--- config.mk ---
export PLATFORM = sky130hd
export DESIGN_NAME = tfna_sqrt_cell
export DESIGN_NICKNAME = d
export VERILOG_FILES = /design/src/rtl/tfna_pkg.sv /design/src/rtl/tfna_sqrt_cell.sv
export SDC_FILE = /design/constraint.sdc
export NUM_CORES = 1
export LEC_CHECK = 0
export ABC_AREA = 1
export ABC_CLOCK_PERIOD_IN_PS = 2190
export BUFFER_PORTS_ARGS = -buffer_cell sky130_fd_sc_hd__buf_2
export CAP_MARGIN = 20
export CORE_AREA = 10 10 374 376
export CTS_CLUSTER_DIAMETER = 50
export DETAILED_ROUTE_END_ITERATION = 8
export DIE_AREA = 0 0 384 386
export PLACE_DENSITY_LB_ADDON = 0.12
export SYNTH_ARGS = -nofsm -noshare
export SYNTH_HDL_FRONTEND = slang
export SYNTH_SLANG_ARGS = --single-unit
--- constraint.sdc ---
create_clock -name clock -period 2.19 [get_ports clock]
set_clock_uncertainty 0.1 [all_clocks]
set_input_delay 0.219 -clock clock [delete_from_list [all_inputs] [get_ports clock]]
set_output_delay 0.219 -clock clock [all_outputs]
set_load 0.005 [all_outputs]
--- src/rtl/tfna_pkg.sv ---
// types and constants shared by the triangle face normal and area unit
// no dependencies
package tfna_pkg;

   localparam int FRACTION_BITS_DEF = 16;
   localparam int COORD_W           = 32;
   localparam int TAG_W             = 16;
   localparam int LANES             = 3;
   localparam int EDGE_W            = COORD_W + 1;
   localparam int PROD_W            = 2 * EDGE_W;
   localparam int MAG_W             = PROD_W;
   localparam int SPLIT_W           = 32;
   localparam int HI_W              = MAG_W - SPLIT_W;
   localparam int RAD_W             = 2 * MAG_W;
   localparam int ROOT_W            = RAD_W / 2;
   localparam int REM_W             = ROOT_W + 1;
   localparam int NORM_FRAC         = 30;
   localparam int QUO_W             = NORM_FRAC + 1;
   localparam int DIV_R_W           = ROOT_W + 1;
   localparam int NORM_W            = 32;
   localparam int AREA_W            = 52;
   localparam int SQRT_CELLS        = ROOT_W;
   localparam int DIV_CELLS         = QUO_W;
   localparam int FRONT_STAGES      = 6;
   localparam int LATENCY           = FRONT_STAGES + SQRT_CELLS + DIV_CELLS + 1;

   typedef struct packed {
      logic [TAG_W-1:0]          face_tag;
      logic signed [COORD_W-1:0] ax;
      logic signed [COORD_W-1:0] ay;
      logic signed [COORD_W-1:0] az;
      logic signed [COORD_W-1:0] bx;
      logic signed [COORD_W-1:0] by_coord;
      logic signed [COORD_W-1:0] bz;
      logic signed [COORD_W-1:0] cx;
      logic signed [COORD_W-1:0] cy;
      logic signed [COORD_W-1:0] cz;
   } req_type;

   typedef struct packed {
      logic [TAG_W-1:0]         result_tag;
      logic signed [NORM_W-1:0] normal_x;
      logic signed [NORM_W-1:0] normal_y;
      logic signed [NORM_W-1:0] normal_z;
      logic [AREA_W-1:0]        area;
      logic                     degenerate;
   } rsp_type;

   // payload travelling through the square root cells
   typedef struct packed {
      logic [TAG_W-1:0]             tag;
      logic [LANES-1:0][MAG_W-1:0]  mag;
      logic [LANES-1:0]             neg;
      logic [RAD_W-1:0]             rad;
      logic [REM_W-1:0]             rem;
      logic [ROOT_W-1:0]            root;
   } sq_data_type;

   // payload travelling through the divider cells
   typedef struct packed {
      logic [TAG_W-1:0]               tag;
      logic [ROOT_W-1:0]              len;
      logic [LANES-1:0][DIV_R_W-1:0]  r;
      logic [LANES-1:0][QUO_W-1:0]    q;
      logic [LANES-1:0]               neg;
   } dv_data_type;

endpackage

--- src/rtl/tfna_sqrt_cell.sv ---
// one cell of the integer square root chain: one root bit per cell
// depends on tfna_pkg
module tfna_sqrt_cell (
   input  logic                 clock,
   input  logic                 reset,
   input  logic                 in_valid,
   input  tfna_pkg::sq_data_type in_data,
   output logic                 out_valid,
   output tfna_pkg::sq_data_type out_data
);
   import tfna_pkg::*;

   logic        valid_ff;
   sq_data_type data_ff, data_in;
   logic [REM_W+1:0] trial, test;

   always_comb begin
      data_in     = in_data;
      trial       = {in_data.rem, in_data.rad[RAD_W-1 -: 2]};
      test        = (REM_W+2)'({in_data.root, 2'b01});
      data_in.rad = in_data.rad << 2;
      if (trial >= test) begin
         data_in.rem  = REM_W'(trial - test);
         data_in.root = {in_data.root[ROOT_W-2:0], 1'b1};
      end else begin
         data_in.rem  = REM_W'(trial);
         data_in.root = {in_data.root[ROOT_W-2:0], 1'b0};
      end
   end

   always_ff @(posedge clock) begin
      if (reset) begin
         valid_ff <= 1'b0;
      end else begin
         valid_ff <= in_valid;
      end
   end

   always_ff @(posedge clock) begin
      data_ff <= data_in;
   end

   assign out_valid = valid_ff;
   assign out_data  = data_ff;

endmodule

**After elaboration in Yosys (flattened, before gate mapping)**

Index checks and enable logic that the tools add are counted.

- Register bits after elaboration: 481
- Bits of input ports: 485
- Output and inout port bits: 483

- Mux-type cells: 1
- Add/subtract/negate cells: 1
- Order comparisons: 1

Operator list:

| kind | number |
|---|---|
| $mux W133 | 1 |
| $ge A69 B68 Y1 | 1 |
| $sub A67 B67 Y67 | 1 |

**Longest topological paths before layout**

- Depth after elaboration: 2
- Mapped depth: 19
- Depth with buffers taken out: 17

**Worst setup path after synthesis**

No wires, ideal clock.

- Path kind: input to register
- Start point: input port in_data[34] (netlist name)
- End point: register data_ff, in the netlist out_data[79]
- Arrival time: 1.832 ns
- Setup slack: 0.146 ns
- Cell stages on the path: 16
- Buffers on the path: 2
- Required time: 1.978 ns
- Path through: inv_1 ha_1 nand2_2 inv_1 a21oi_1 nand2_1 inv_1 nand2_1 nand2_1 nand3_2 nand2_2 nand2_4 buf_4 buf_4 nand2_1 nand2_1

RTL lines:

| element | RTL line | text |
|---|---|---|
| start, declared | tfna_sqrt_cell.sv:7 | `input tfna_pkg::sq_data_type in_data,` |
| end signal, assigned | tfna_sqrt_cell.sv:40 | `data_ff <= data_in;` |
| end, declared | tfna_sqrt_cell.sv:14 | `sq_data_type data_ff, data_in;` |

==> results.yml <==
layout:
  final_cell_mix: "965 x buf_2, 668 x nand2_1, 508 x dlygate4sd3_1, 481 x dfxtp_1, 403 x buf_4"
  area_growth_pct: 111
  nNetsFinal: 4512
  final_core_util: 0.265
  num-fill-cells: 14800
  mostFrequentLayoutCell: "buf_2"
  final_cells: 5833
  drive_above_1_share: 0.395
timing:
  worstMarginPinSlew_ps: 503
  period_minus_slack_ps: 2120
  finalWorstSetupSlack_ps: 71.2
  whs_ps: -341
  rsz0062_at_grt: "false"
  max_freq_mhz: 472
  final_max_slew_viol_count: 0
  slew-limit-headroom: 0.661
  fin_crit_sh: 0.968
  setup_viol: 0
  hold_violations: 5
worst_setup_path:
  startpoint_type: "input port"
  cp_cell_sequence: "buf_2 > inv_1 > ha_1 > nand2_1 > nor2_1 > buf_4 > buf_4 > nand2_1 > o21bai_1 > nand2_1 > nand3_1 > nand2_1 > nand3_1 > nand2_1"
  required_ps: 2660
  slowest_delay_ps: 460
  cp.arrival_ps: 2590
  path_max_fanout: 5
  worst-setup-path-type: "in2reg"
  cp_slowest_cell: "o21bai_1"
  end_kind: "flop"
  crit_top_cell: "nand2_1"
floorplanning:
  start_util: 0.126
  die_area_sq_um: 148000
  fp.dieH_um: 386
  row_count: 134
  die-width_um: 384
  fp.coreArea_sq_um: 133000
  io_pins: 968
place:
  dp_slack_ps: -644
  portBuffers: 965
  dp.cells: 5126
  gp_congestion: 0.851
  hpwl_um: 130000
cts:
  cts-root-buf: "clkbuf_16"
  h-tree-depth: 3
  clkTransAtPathRegs_ps: 40
  tritoncts: "done"
  cts_buffers: 90
  clock_path_buffers: 3
  cts_num_sinks: 481
pwr:
  power_density_nw_per_um2: 856
  sw_frac_of_total: 0.292
  p_total_uw: 30100
  power_frac_comb: 0.191
  p_seq_frac: 0.323
  peakVddDrop_v: 0.000550
  leakagePower_uw: 0.0183
  clock_power_share: 0.486
  switching_power_uw: 8770
  intPower_uw: 21300
drt:
  dr.pass1.iters: 5
  drtAntennaViolNets: 0
  post_drt_wl_per_cell_um: 25.6
  vias_per_cell: 3.51
  drc: 0
  vias: 20500
  wirelength_um: 150000
  first_iter_violations: 726
synthesis:
  synthXorXnorAreaFrac: 0.0179
  yosys_warnings: 0
  synthArstFlopShare: 0
  syn_area_sq_um: 16700
  syn-instance-count: 1997
  ys_seq_elements: 481
  synth_simple_gate_area_frac: 0.231
  synth_edf_count: 0
  syn_avg_cell_area_sq_um: 8.35
  ys_types: 31
  synth_top_family_by_area: "simple AND/OR/NAND/NOR gates"
  ys_seq_area_frac: 0.578
  synth_compound_area_frac: 0.0369
  synthAdderAreaFrac: 0.0510
  synthFlopType: "dfxtp_1"
  synthMuxAreaShare: 0
global_route:
  grt_max_degree: 44
  grt_usage: 0.193
  grt_overflow: 0
  grt_antenna_before_repair: 100
  grt_pass1_vias: 21600
  grt_pass1_wl_um: 193000
run:
  drv_cap: 0
run_status:
  violations: "hold timing"
  outcome: "complete, but fails checks"
hold_path:
  min_path_type: "in2reg"
## worst max-delay path, delay by kind of cell
| family | cells | cell delay (ps) |
|---|---|---|
| buffers and inverters | 4 | 420 |
| and+or+nand+nor | 8 | 1130 |
| AOI/OAI and AO/OA | 1 | 460 |
| adders and majority gates | 1 | 360 |
## synthesized netlist by cell type, types with 10 or more instances
cell | number | area (sq um)
nand3b_1 | 16 | 120
nand2_1 | 674 | 2530
nor3_1 | 15 | 75.1
inv_2 | 16 | 60.1
xor2_1 | 32 | 280
nand4_1 | 16 | 100
nand3_1 | 74 | 370
o21ai_0 | 27 | 135
ha_1 | 68 | 851
nand2_2 | 10 | 62.6
a21oi_1 | 75 | 375
nor2_2 | 13 | 81.3
inv_1 | 326 | 1220
dfxtp_1 | 481 | 9630
nor2_1 | 109 | 409
## through the flow
| stage | instance area, sq um | TNS, ps |
|---|---|---|
| 2_1_floorplan | 16700 | 0 |
| 3_3_place_gp | 26800 | -33050 |
| 3_5_place_dp | 26800 | -33680 |
| 4_1_cts | 34900 | 0 |
| 5_1_grt | 35100 | 0 |
| 6_report | 35100 | 0 |
## cell families (layout without fill, tap and decap cells)
kind of cell / count (synthesis) / count (layout)
XOR/XNOR: 34 / 34
buffers and inverters: 358 / 2395
AO/OA/AOI/OAI: 116 / 116
adder cells (fa/ha/maj): 68 / 68
flip-flops: 481 / 481
AND/OR/NAND/NOR: 939 / 939
other: 1 / 32
## final timing paths
check / start / endpoint / depth (start not counted)
worst max-delay path: in_data[26] / out_data[118] / 14
worst min-delay path: in_data[111] / out_data[113] / 3
## layer usage
layer	GRT usage	routed length [um]	vias up
li1	-	-	10100
met1	0.206	55900	9437
met2	0.360	78200	743
met3	0.0631	11300	216
met4	0.0496	3920	44
met5	0	240	-
## flip-flops by register name (all words and copies together), names as in the netlist
signal / count
out_data: 480
out_valid: 1
## power groups by stage
stage	Clock, uW	Sequential [uW]	Combinational (uW)
2_1_floorplan	0	9860	1470
3_3_place_gp	0	9900	5050
3_5_place_dp	0	9880	5020
4_1_cts	15100	9710	5920
5_1_grt	15400	9750	6260
6_report	14600	9710	5730
## area by class of cell
class                      count  area, sq um  share of cell area
antenna                       30         75.1             0.00214
inverter                     342         1280              0.0366
clock inverter                61          734              0.0209
multi-input combinational   1159         5660               0.161
tap                         1768         2210              0.0630
timing repair buffer        1885        13100               0.374
clock buffer                 107         2400              0.0682
sequential                   481         9630               0.274
## what timing repair did
action                                  4_1_cts  5_1_grt
hold buffers                                501        7
endpoints found under the setup margin        0       13
hold endpoints to repair                    480       11
setup buffers                                 0        1
gates resized for setup                       0       11
Power figures use the tool's default switching activity.
