## config.mk

```make
export PLATFORM = sky130hd
export DESIGN_NAME = tfna_div_cell
export DESIGN_NICKNAME = d
export VERILOG_FILES = /design/src/rtl/tfna_pkg.sv /design/src/rtl/tfna_div_cell.sv
export SDC_FILE = /design/constraint.sdc
export NUM_CORES = 1
export LEC_CHECK = 0
export BUFFER_PORTS_ARGS = -buffer_cell sky130_fd_sc_hd__buf_2
export CORE_AREA = 5 5 295 297
export CTS_CLUSTER_SIZE = 20
export DETAILED_ROUTE_END_ITERATION = 6
export DIE_AREA = 0 0 300 302
export MAX_ROUTING_LAYER = met4
export PLACE_DENSITY = 0.59
export SYNTH_ARGS = -nofsm -noshare
export SYNTH_HDL_FRONTEND = slang
export SYNTH_SLANG_ARGS = --single-unit
```

## constraint.sdc

```tcl
create_clock -name clock -period 3.8 [get_ports clock]
set_input_delay 0.38 -clock clock [delete_from_list [all_inputs] [get_ports clock]]
set_output_delay 0.38 -clock clock [all_outputs]
set_load 0.1 [all_outputs]
```

## src/rtl/tfna_pkg.sv

```systemverilog
// types and constants shared by the triangle face normal and area unit
// no dependencies
package tfna_pkg;

   localparam int FRACTION_BITS_DEF = 16;
   localparam int COORD_W           = 32;
   localparam int TAG_W             = 16;
   localparam int LANES             = 3;
   localparam int EDGE_W            = COORD_W + 1;
   localparam int PROD_W            = 2 * EDGE_W;
   localparam int MAG_W             = PROD_W;
   localparam int SPLIT_W           = 32;
   localparam int HI_W              = MAG_W - SPLIT_W;
   localparam int RAD_W             = 2 * MAG_W;
   localparam int ROOT_W            = RAD_W / 2;
   localparam int REM_W             = ROOT_W + 1;
   localparam int NORM_FRAC         = 30;
   localparam int QUO_W             = NORM_FRAC + 1;
   localparam int DIV_R_W           = ROOT_W + 1;
   localparam int NORM_W            = 32;
   localparam int AREA_W            = 52;
   localparam int SQRT_CELLS        = ROOT_W;
   localparam int DIV_CELLS         = QUO_W;
   localparam int FRONT_STAGES      = 6;
   localparam int LATENCY           = FRONT_STAGES + SQRT_CELLS + DIV_CELLS + 1;

   typedef struct packed {
      logic [TAG_W-1:0]          face_tag;
      logic signed [COORD_W-1:0] ax;
      logic signed [COORD_W-1:0] ay;
      logic signed [COORD_W-1:0] az;
      logic signed [COORD_W-1:0] bx;
      logic signed [COORD_W-1:0] by_coord;
      logic signed [COORD_W-1:0] bz;
      logic signed [COORD_W-1:0] cx;
      logic signed [COORD_W-1:0] cy;
      logic signed [COORD_W-1:0] cz;
   } req_type;

   typedef struct packed {
      logic [TAG_W-1:0]         result_tag;
      logic signed [NORM_W-1:0] normal_x;
      logic signed [NORM_W-1:0] normal_y;
      logic signed [NORM_W-1:0] normal_z;
      logic [AREA_W-1:0]        area;
      logic                     degenerate;
   } rsp_type;

   // payload travelling through the square root cells
   typedef struct packed {
      logic [TAG_W-1:0]             tag;
      logic [LANES-1:0][MAG_W-1:0]  mag;
      logic [LANES-1:0]             neg;
      logic [RAD_W-1:0]             rad;
      logic [REM_W-1:0]             rem;
      logic [ROOT_W-1:0]            root;
   } sq_data_type;

   // payload travelling through the divider cells
   typedef struct packed {
      logic [TAG_W-1:0]               tag;
      logic [ROOT_W-1:0]              len;
      logic [LANES-1:0][DIV_R_W-1:0]  r;
      logic [LANES-1:0][QUO_W-1:0]    q;
      logic [LANES-1:0]               neg;
   } dv_data_type;

endpackage

```

## src/rtl/tfna_div_cell.sv

```systemverilog
// one cell of the normalizing divider chain: one quotient bit per lane per cell
// depends on tfna_pkg
module tfna_div_cell (
   input  logic                 clock,
   input  logic                 reset,
   input  logic                 in_valid,
   input  tfna_pkg::dv_data_type in_data,
   output logic                 out_valid,
   output tfna_pkg::dv_data_type out_data
);
   import tfna_pkg::*;

   logic        valid_ff;
   dv_data_type data_ff, data_in;
   logic [LANES-1:0][DIV_R_W-1:0] rn;
   logic [LANES-1:0]              qb;

   always_comb begin
      data_in = in_data;
      for (int i = 0; i < LANES; i++) begin
         if (in_data.r[i] >= DIV_R_W'(in_data.len)) begin
            rn[i] = in_data.r[i] - DIV_R_W'(in_data.len);
            qb[i] = 1'b1;
         end else begin
            rn[i] = in_data.r[i];
            qb[i] = 1'b0;
         end
         data_in.r[i] = {rn[i][DIV_R_W-2:0], 1'b0};
         data_in.q[i] = {in_data.q[i][QUO_W-2:0], qb[i]};
      end
   end

   always_ff @(posedge clock) begin
      if (reset) begin
         valid_ff <= 1'b0;
      end else begin
         valid_ff <= in_valid;
      end
   end

   always_ff @(posedge clock) begin
      data_ff <= data_in;
   end

   assign out_valid = valid_ff;
   assign out_data  = data_ff;

endmodule

```

Word-level counts from Yosys, hierarchy flattened
Cells that the tools add are included.
{"block": "word_totals", "register_bits": 377, "output_inout_bits": 380, "wordCells": 22}
{"block": "classes", "addsub": 3, "magnitude_cmp": 3, "mux": 6}
{"cell": "67-bit by 66-bit >= comparator with 1-bit output", "count": 3}
{"cell": "66-bit two-way mux", "count": 3}
{"cell": "66-bit subtractor", "count": 3}
{"cell": "1-bit two-way mux", "count": 3}

Longest topological paths before layout
Gate-level depths: netlist (run 1).
{"block": "logic_depth", "ltp_word": 2, "mapped_depth": 18, "ltp_nobuf": 16}

Least setup slack after synthesis (run 1)
Ideal clock, no wire load.
{"block": "synth_timing", "path_type": "input-to-reg", "startpoint": "in in_data[96] in the netlist's numbering", "endpoint": "reg data_ff, in the netlist out_data[157]", "arrival_ns": 3.386, "t_required_ns": 3.679, "slack_ns": 0.293, "stages": 16, "path_cell_list": "inv_1 > ha_1 > inv_1 > fa_1 > a21oi_1 > o21ai_1 > a211oi_2 > o31ai_1 > a221oi_2 > o31ai_2 > a31o_2 > o2bb2ai_1 > a211oi_2 > o21ai_1 > xor2_1 > mux2_2"}
{"item": "from (decl)", "line": "tfna_div_cell.sv:7", "text": "input tfna_pkg::dv_data_type in_data,"}
{"item": "to (signal assigned)", "line": "tfna_div_cell.sv:42", "text": "data_ff <= data_in;"}
{"item": "to (decl)", "line": "tfna_div_cell.sv:14", "text": "dv_data_type data_ff, data_in;"}

==> results of run 1 <==
==> cell type report <==
type,instances,area [um^2]
Inverter,137,514
Antenna cell,15,37.5
Clock buffer,57,1290
Tap cell,1090,1360
Timing Repair Buffer,1440,9790
Multi-Input combinational cell,1982,13100
Fill cell,8538,50300
Clock inverter,30,328
Sequential cell,377,7550
==> cells by family (layout without fill, tap and decap cells) <==
| group | after synthesis | count (layout) | share of synthesized area |
|---|---|---|---|
| mux | 36 | 36 | 0.0187 |
| buf+inv | 261 | 1664 | 0.0486 |
| simple gates | 711 | 711 | 0.152 |
| flops | 377 | 377 | 0.350 |
| other cells | 1 | 18 | 0.000174 |
| compound gates | 847 | 847 | 0.238 |
| fa+ha+maj | 201 | 201 | 0.118 |
| xor+xnor | 184 | 184 | 0.0747 |
==> cells in the final DEF, fill, tap and decap left out, drive strengths merged, types with 19 or more instances in the layout <==
| cell | instances |
|---|---|
| nand2b | 23 |
| a21oi | 332 |
| o21bai | 49 |
| nor2b | 27 |
| dlygate4sd3 | 254 |
| nand4 | 64 |
| o21ai | 205 |
| nor3 | 31 |
| buf | 1182 |
| o21a | 19 |
| inv | 144 |
| nand3 | 39 |
| nand2 | 241 |
| a21o | 98 |
| nor2 | 217 |
| a31oi | 30 |
| dfxtp | 377 |
| xor2 | 82 |
| clkbuf | 61 |
| mux2 | 35 |
| ha | 198 |
| xnor2 | 102 |
==> Yosys cell counts, drive strengths merged, types with 35 or more instances <==
library cell / number / share of area
inv: 137 / 0.024
xor2: 82 / 0.033
a21oi: 332 / 0.077
a21o: 98 / 0.034
dfxtp: 377 / 0.35
buf: 36 / 0.0094
o21bai: 49 / 0.017
nor2: 217 / 0.038
nand2: 241 / 0.042
ha: 198 / 0.11
xnor2: 102 / 0.041
nand4: 64 / 0.019
o21ai: 205 / 0.048
nand3: 39 / 0.0093
mux2: 35 / 0.018
clkbuf: 88 / 0.015
==> worst max-delay path, delay by kind of cell <==
family,cells,cell delay [ns]
buffers and inverters,4,0.95
XOR/XNOR,1,0.13
adder cells (fa/ha/maj),1,0.31
AO/OA/AOI/OAI,3,0.50
AND/OR/NAND/NOR,8,1.98
==> registers in the layout (all words and copies together) (netlist names) <==
| register | count |
|---|---|
| out_valid | 1 |
| out_data | 376 |
==> metrics by stage <==
| stage | power [mW] | setup WS (ns) | hold slack (ns) |
|---|---|---|---|
| after CTS | 18.4 | 0.00472 | 0.000589 |
| after global routing | 19.1 | -0.0209 | 0.0141 |
| final | 18.3 | 0.0763 | 0.0253 |
| after global placement | 13.3 | -0.402 | 0.483 |
| after detailed placement | 13.3 | -0.398 | 0.484 |
| after floorplan | 10.9 | 0.293 | 0.408 |
==> path summary, 6_finish.rpt <==
path / to / cells past startpoint
worst min-delay path: out_data[233] / 3
worst max-delay path: out_data[226] / 17
==> power by group through the flow <==
stage / sequential, mW / clock [mW] / combinational (mW)
2_1_floorplan: 8.81 / 0 / 2.09
3_3_place_gp: 4.78 / 0 / 8.54
3_5_place_dp: 4.78 / 0 / 8.53
4_1_cts: 4.71 / 4.90 / 8.78
5_1_grt: 4.75 / 5.05 / 9.27
6_report: 4.70 / 4.78 / 8.86
==> per-layer routing <==
layer | vias to the layer above | share of wire | wire length, um
met5 | - | 0 | 0
met4 | 0 | 0.045 | 5170
met3 | 175 | 0.066 | 7590
met2 | 896 | 0.48 | 54700
met1 | 11400 | 0.41 | 47600
li1 | 12000 | - | -
==> repair_timing <==
action	CTS	global route
setup endpoints to repair	0	180
resized for setup	0	44
hold buffers	254	0
buffers inserted	0	8
hold endpoints to repair	253	0
==> flow_summary.yaml, run 1 <==
sta:
  drv_slew: 0
  finalSetupTns_ns: 0
  rsz0062_at_grt: "true"
  tightest_slew_ns: 0.813
  max_freq_mhz: 269
  hold_viol: 0
  maxSlewHeadroom: 0.444
  fin_crit_sh: 0.980
  setup_viol: 0
  min_period_ns: 3.72
synthesis:
  synth_seq_cells: 377
  async_reset_ff_frac: 0
  ys_warn_count: 0
  synth_ff_type: "dfxtp_1"
  synth_cell_types: 81
  synth.avg_cell_area_um2: 8.24
  synthCells: 2618
  syn_area_mm2: 0.0216
  ys_seq_area_frac: 0.350
  synth_edf_count: 0
grt:
  grt_start_max_net_pins: 47
  grt_pass1_vias: 24800
  busiest_layer: "met2"
  grtUsageMet3: 0.0513
  grt_pass1_wl_um: 160000
  track_usage: 0.243
  antenna_found_initial: 19
  met1_usage: 0.284
  grt-ovfl-total: 0
  use_met2: 0.414
routing:
  wl_um: 115000
  dr_total_vias: 24500
  drc: 0
  ant_nets: 0
  drtIter0Drc: 1620
  drtPass1Iterations: 6
  routed_via_density: 4.77
  wl_per_cell_um: 22.4
floorplanning:
  ios: 762
  rows: 107
  coreArea_mm2: 0.0843
  dieArea_mm2: 0.0906
  initial_core_util: 0.256
  die_w_um: 300
  die_y_um: 302
setup_path:
  crit_chain: "dlygate4sd3_1 > buf_2 > ha_1 > nand3_2 > or4_4 > o211a_4 > nand4_2 > nand3_4 > or4_4 > buf_12 > nor3_2 > nor4_1 > buf_4 > or3_4 > a21oi_4 > xnor2_2 > a21oi_2"
  crit_top_cell: "or4_4"
  worst_setup_path_start_kind: "input pin"
  worstPathArrival_ns: 4.24
  path_class: "in2reg"
  cp_max_fo: 4
  startpoint: "in_data[173]"
  end_kind: "flop"
  cp_slowest_cell: "or4_4"
  cp.required_ns: 4.31
  crit_path_max_incr_delay_ns: 0.59
placed_design:
  dpl_cell_area_mm2: 0.0295
  dp_hpwl_um: 95900
  io_buffers: 755
  gp_congestion: 0.973
  dp_cells: 4760
pwr:
  p_per_area_mw_per_mm2: 539
  power_switching_mw: 8.80
  p_clk_frac: 0.261
  cellInternalPower_mw: 9.54
  max-vdd-ir-drop_mv: 0.436
  p_seq_frac: 0.256
  switching_share: 0.480
  p_comb_frac: 0.483
  p_leak_nw: 16.5
cells_and_area:
  fin_cells: 5128
  design_area_mm2: 0.0340
  nets: 4568
  drive_gt1_frac: 0.332
  post-route-util: 0.403
  area_delta_synth_final_pct: 57.8
min_path:
  hp-start: "in_data[232]"
  hold_class: "in2reg"
clock_tree:
  cts_tree: "built"
  clk_pin_slew_ns: 0.06
  clockBufferDepth: 3
  cts_made_buffers: 47
  cts.sinks: 377
  htreeDepth: 2
  clock-root-buffer: "clkbuf_16"
job:
  cap_violations: 0
status:
  status: "finished, final reports clean"
Power figures use the tool's default switching activity.
==> inputs of run 2 (changes only) <==
--- a/config.mk
+++ b/config.mk
@@ -11,7 +11,8 @@
 export DETAILED_ROUTE_END_ITERATION = 6
 export DIE_AREA = 0 0 300 302
 export MAX_ROUTING_LAYER = met4
-export PLACE_DENSITY = 0.59
+export PLACE_DENSITY = 0.58
+export RECOVER_POWER = 25
 export SYNTH_ARGS = -nofsm -noshare
 export SYNTH_HDL_FRONTEND = slang
 export SYNTH_SLANG_ARGS = --single-unit
==> constraint.sdc (replaced) <==
create_clock -name clock -period 4 [get_ports clock]
set_input_delay 0.4 -clock clock [delete_from_list [all_inputs] [get_ports clock]]
set_output_delay 0.4 -clock clock [all_outputs]
set_load 0.1 [all_outputs]
==> flow_summary.yaml, run 2 (synthesized netlist as in run 1, its figures left out) <==
pwr:
  switching_share: 0.482
  finalPower_mw: 17.3
  max-vdd-ir-drop_mv: 0.446
  p_seq_frac: 0.258
  p_per_area_mw_per_mm2: 524
  p_leak_nw: 15.7
  p_comb_frac: 0.481
  cellInternalPower_mw: 8.95
  p_clk_frac: 0.261
  power_switching_mw: 8.33
cells_and_area:
  area_delta_synth_final_pct: 53.0
  nets: 4420
  final_common_cell: "buf_2"
  post-route-util: 0.391
  layout_common_cells: "buf_2 (709), dfxtp_1 (377), a21oi_1 (322)"
  fillers: 8630
  drive_gt1_frac: 0.317
  largest_reg_flops: 376
routing:
  drc: 0
  ant_nets: 0
  drtIter0Drc: 1661
  routed_via_density: 4.85
  dr_total_vias: 24200
  wl_um: 116000
  wl_per_cell_um: 23.2
  drtPass1Iterations: 6
grt:
  grt-ovfl-total: 0
  track_usage: 0.244
  grt_pass1_wl_um: 160000
  grt_start_max_net_pins: 36
  antenna_found_initial: 31
  grt_pass1_vias: 24300
placed_design:
  gp_congestion: 0.969
  io_buffers: 755
  dp_hpwl_um: 96200
clock_tree:
  clock-root-buffer: "clkbuf_16"
  cts_tree: "built"
  cts_made_buffers: 46
  clockBufferDepth: 3
  htreeDepth: 2
  cts.sinks: 377
  clk_pin_slew_ns: 0.06
setup_path:
  path_class: "in2reg"
  cp.required_ns: 4.49
  cp_max_fo: 4
  cp_slowest_cell: "or4_4"
  end_kind: "flop"
  crit_family: "simple AND/OR/NAND/NOR gates"
  worstPathArrival_ns: 4.42
  crit_path_max_incr_delay_ns: 0.61
  critPathBufInv: 4
  worst_setup_path_start_kind: "input pin"
  crit_chain: "dlygate4sd3_1 > buf_4 > clkinvlp_4 > ha_4 > nand2_2 > or4_1 > o211a_1 > nand4_2 > nand3_4 > or4_4 > nor3_2 > nor4_1 > buf_4 > or3_1 > a21oi_2 > xnor2_1 > a21oi_2"
sta:
  drv_slew: 0
  max_freq_mhz: 255
  maxSlewHeadroom: 0.548
  fin_crit_sh: 0.982
  hold_viol: 0
  tightest_slew_ns: 0.672
  setup_viol: 0
  min_period_ns: 3.93
floorplanning:
  initial_core_util: 0.256
  die_y_um: 302
  ios: 762
  die_w_um: 300
  rows: 107
  coreArea_mm2: 0.0843
  dieArea_mm2: 0.0906
min_path:
  hold_class: "in2reg"
job:
  cap_violations: 0
status:
  status: "finished, final reports clean"
-- run 2: changes by cell type in the layout (fill, tap and decap cells not counted), sizes merged, moves of 8 or more --
cell / change
diode: +10
clkinvlp: +10
buf: -129
inv: -8
clkbuf: +51
clkinv: -9
dlygate4sd3: -64
-- run 2: metrics by stage --
step                worst slack [ns]  TNS (ns)  hold slack (ns)  std cells  instance area, um^2
floorplan                      0.473         0            0.428       2620                21600
global placement              -0.257    -23.34            0.502       4670                28800
detailed placement            -0.278    -26.46            0.504       4670                28800
CTS                           0.0325         0         0.000423       4944                32300
global route               -0.000870  -0.00161           0.0142       4986                33000
finish                        0.0710         0           0.0335       4988                33000
-- run 2: what timing repair did --
| action | 4_1_cts | 5_1_grt |
|---|---|---|
| endpoints found under the hold margin | 189 | 0 |
| gates resized for setup | 0 | 82 |
| hold buffers | 190 | 0 |
| endpoints found under the setup margin | 0 | 181 |
| buffers inserted | 0 | 14 |
-- run 2: path summary, 6_finish.rpt --
kind	endpoint	startpoint	cells past startpoint
setup / recovery	out_data[226]	in_data[310]	17
hold / removal	out_data[111]	in_data[110]	2
-- run 2: layout make-up --
type,instances,area (um^2),share of cell area
well taps,1090,1360,0.0413
flip-flops and latches,377,7550,0.229
multi-input cells,1982,13300,0.404
repair buffers,1293,8530,0.259
clock inverters,22,272,0.00823
diodes,25,62.6,0.00190
inverters,137,541,0.0164
clock buffers,62,1340,0.0407
-- run 2: power by group through the flow --
| stage | Combinational (mW) | Sequential (mW) | Clock, mW |
|---|---|---|---|
| 4_1_cts | 8.18 | 4.46 | 4.65 |
| 2_1_floorplan | 1.99 | 8.37 | 0 |
| 3_5_place_dp | 7.99 | 4.53 | 0 |
| 5_1_grt | 8.70 | 4.50 | 4.80 |
| 6_report | 8.31 | 4.46 | 4.52 |
| 3_3_place_gp | 8.01 | 4.53 | 0 |
-- run 2: layer usage --
| layer | GRT usage | vias up | wire length (um) |
|---|---|---|---|
| li1 | - | 11800 | - |
| met1 | 0.293 | 11300 | 47900 |
| met2 | 0.403 | 933 | 54300 |
| met3 | 0.0473 | 200 | 8150 |
| met4 | 0.102 | 0 | 5540 |
| met5 | - | - | 0 |
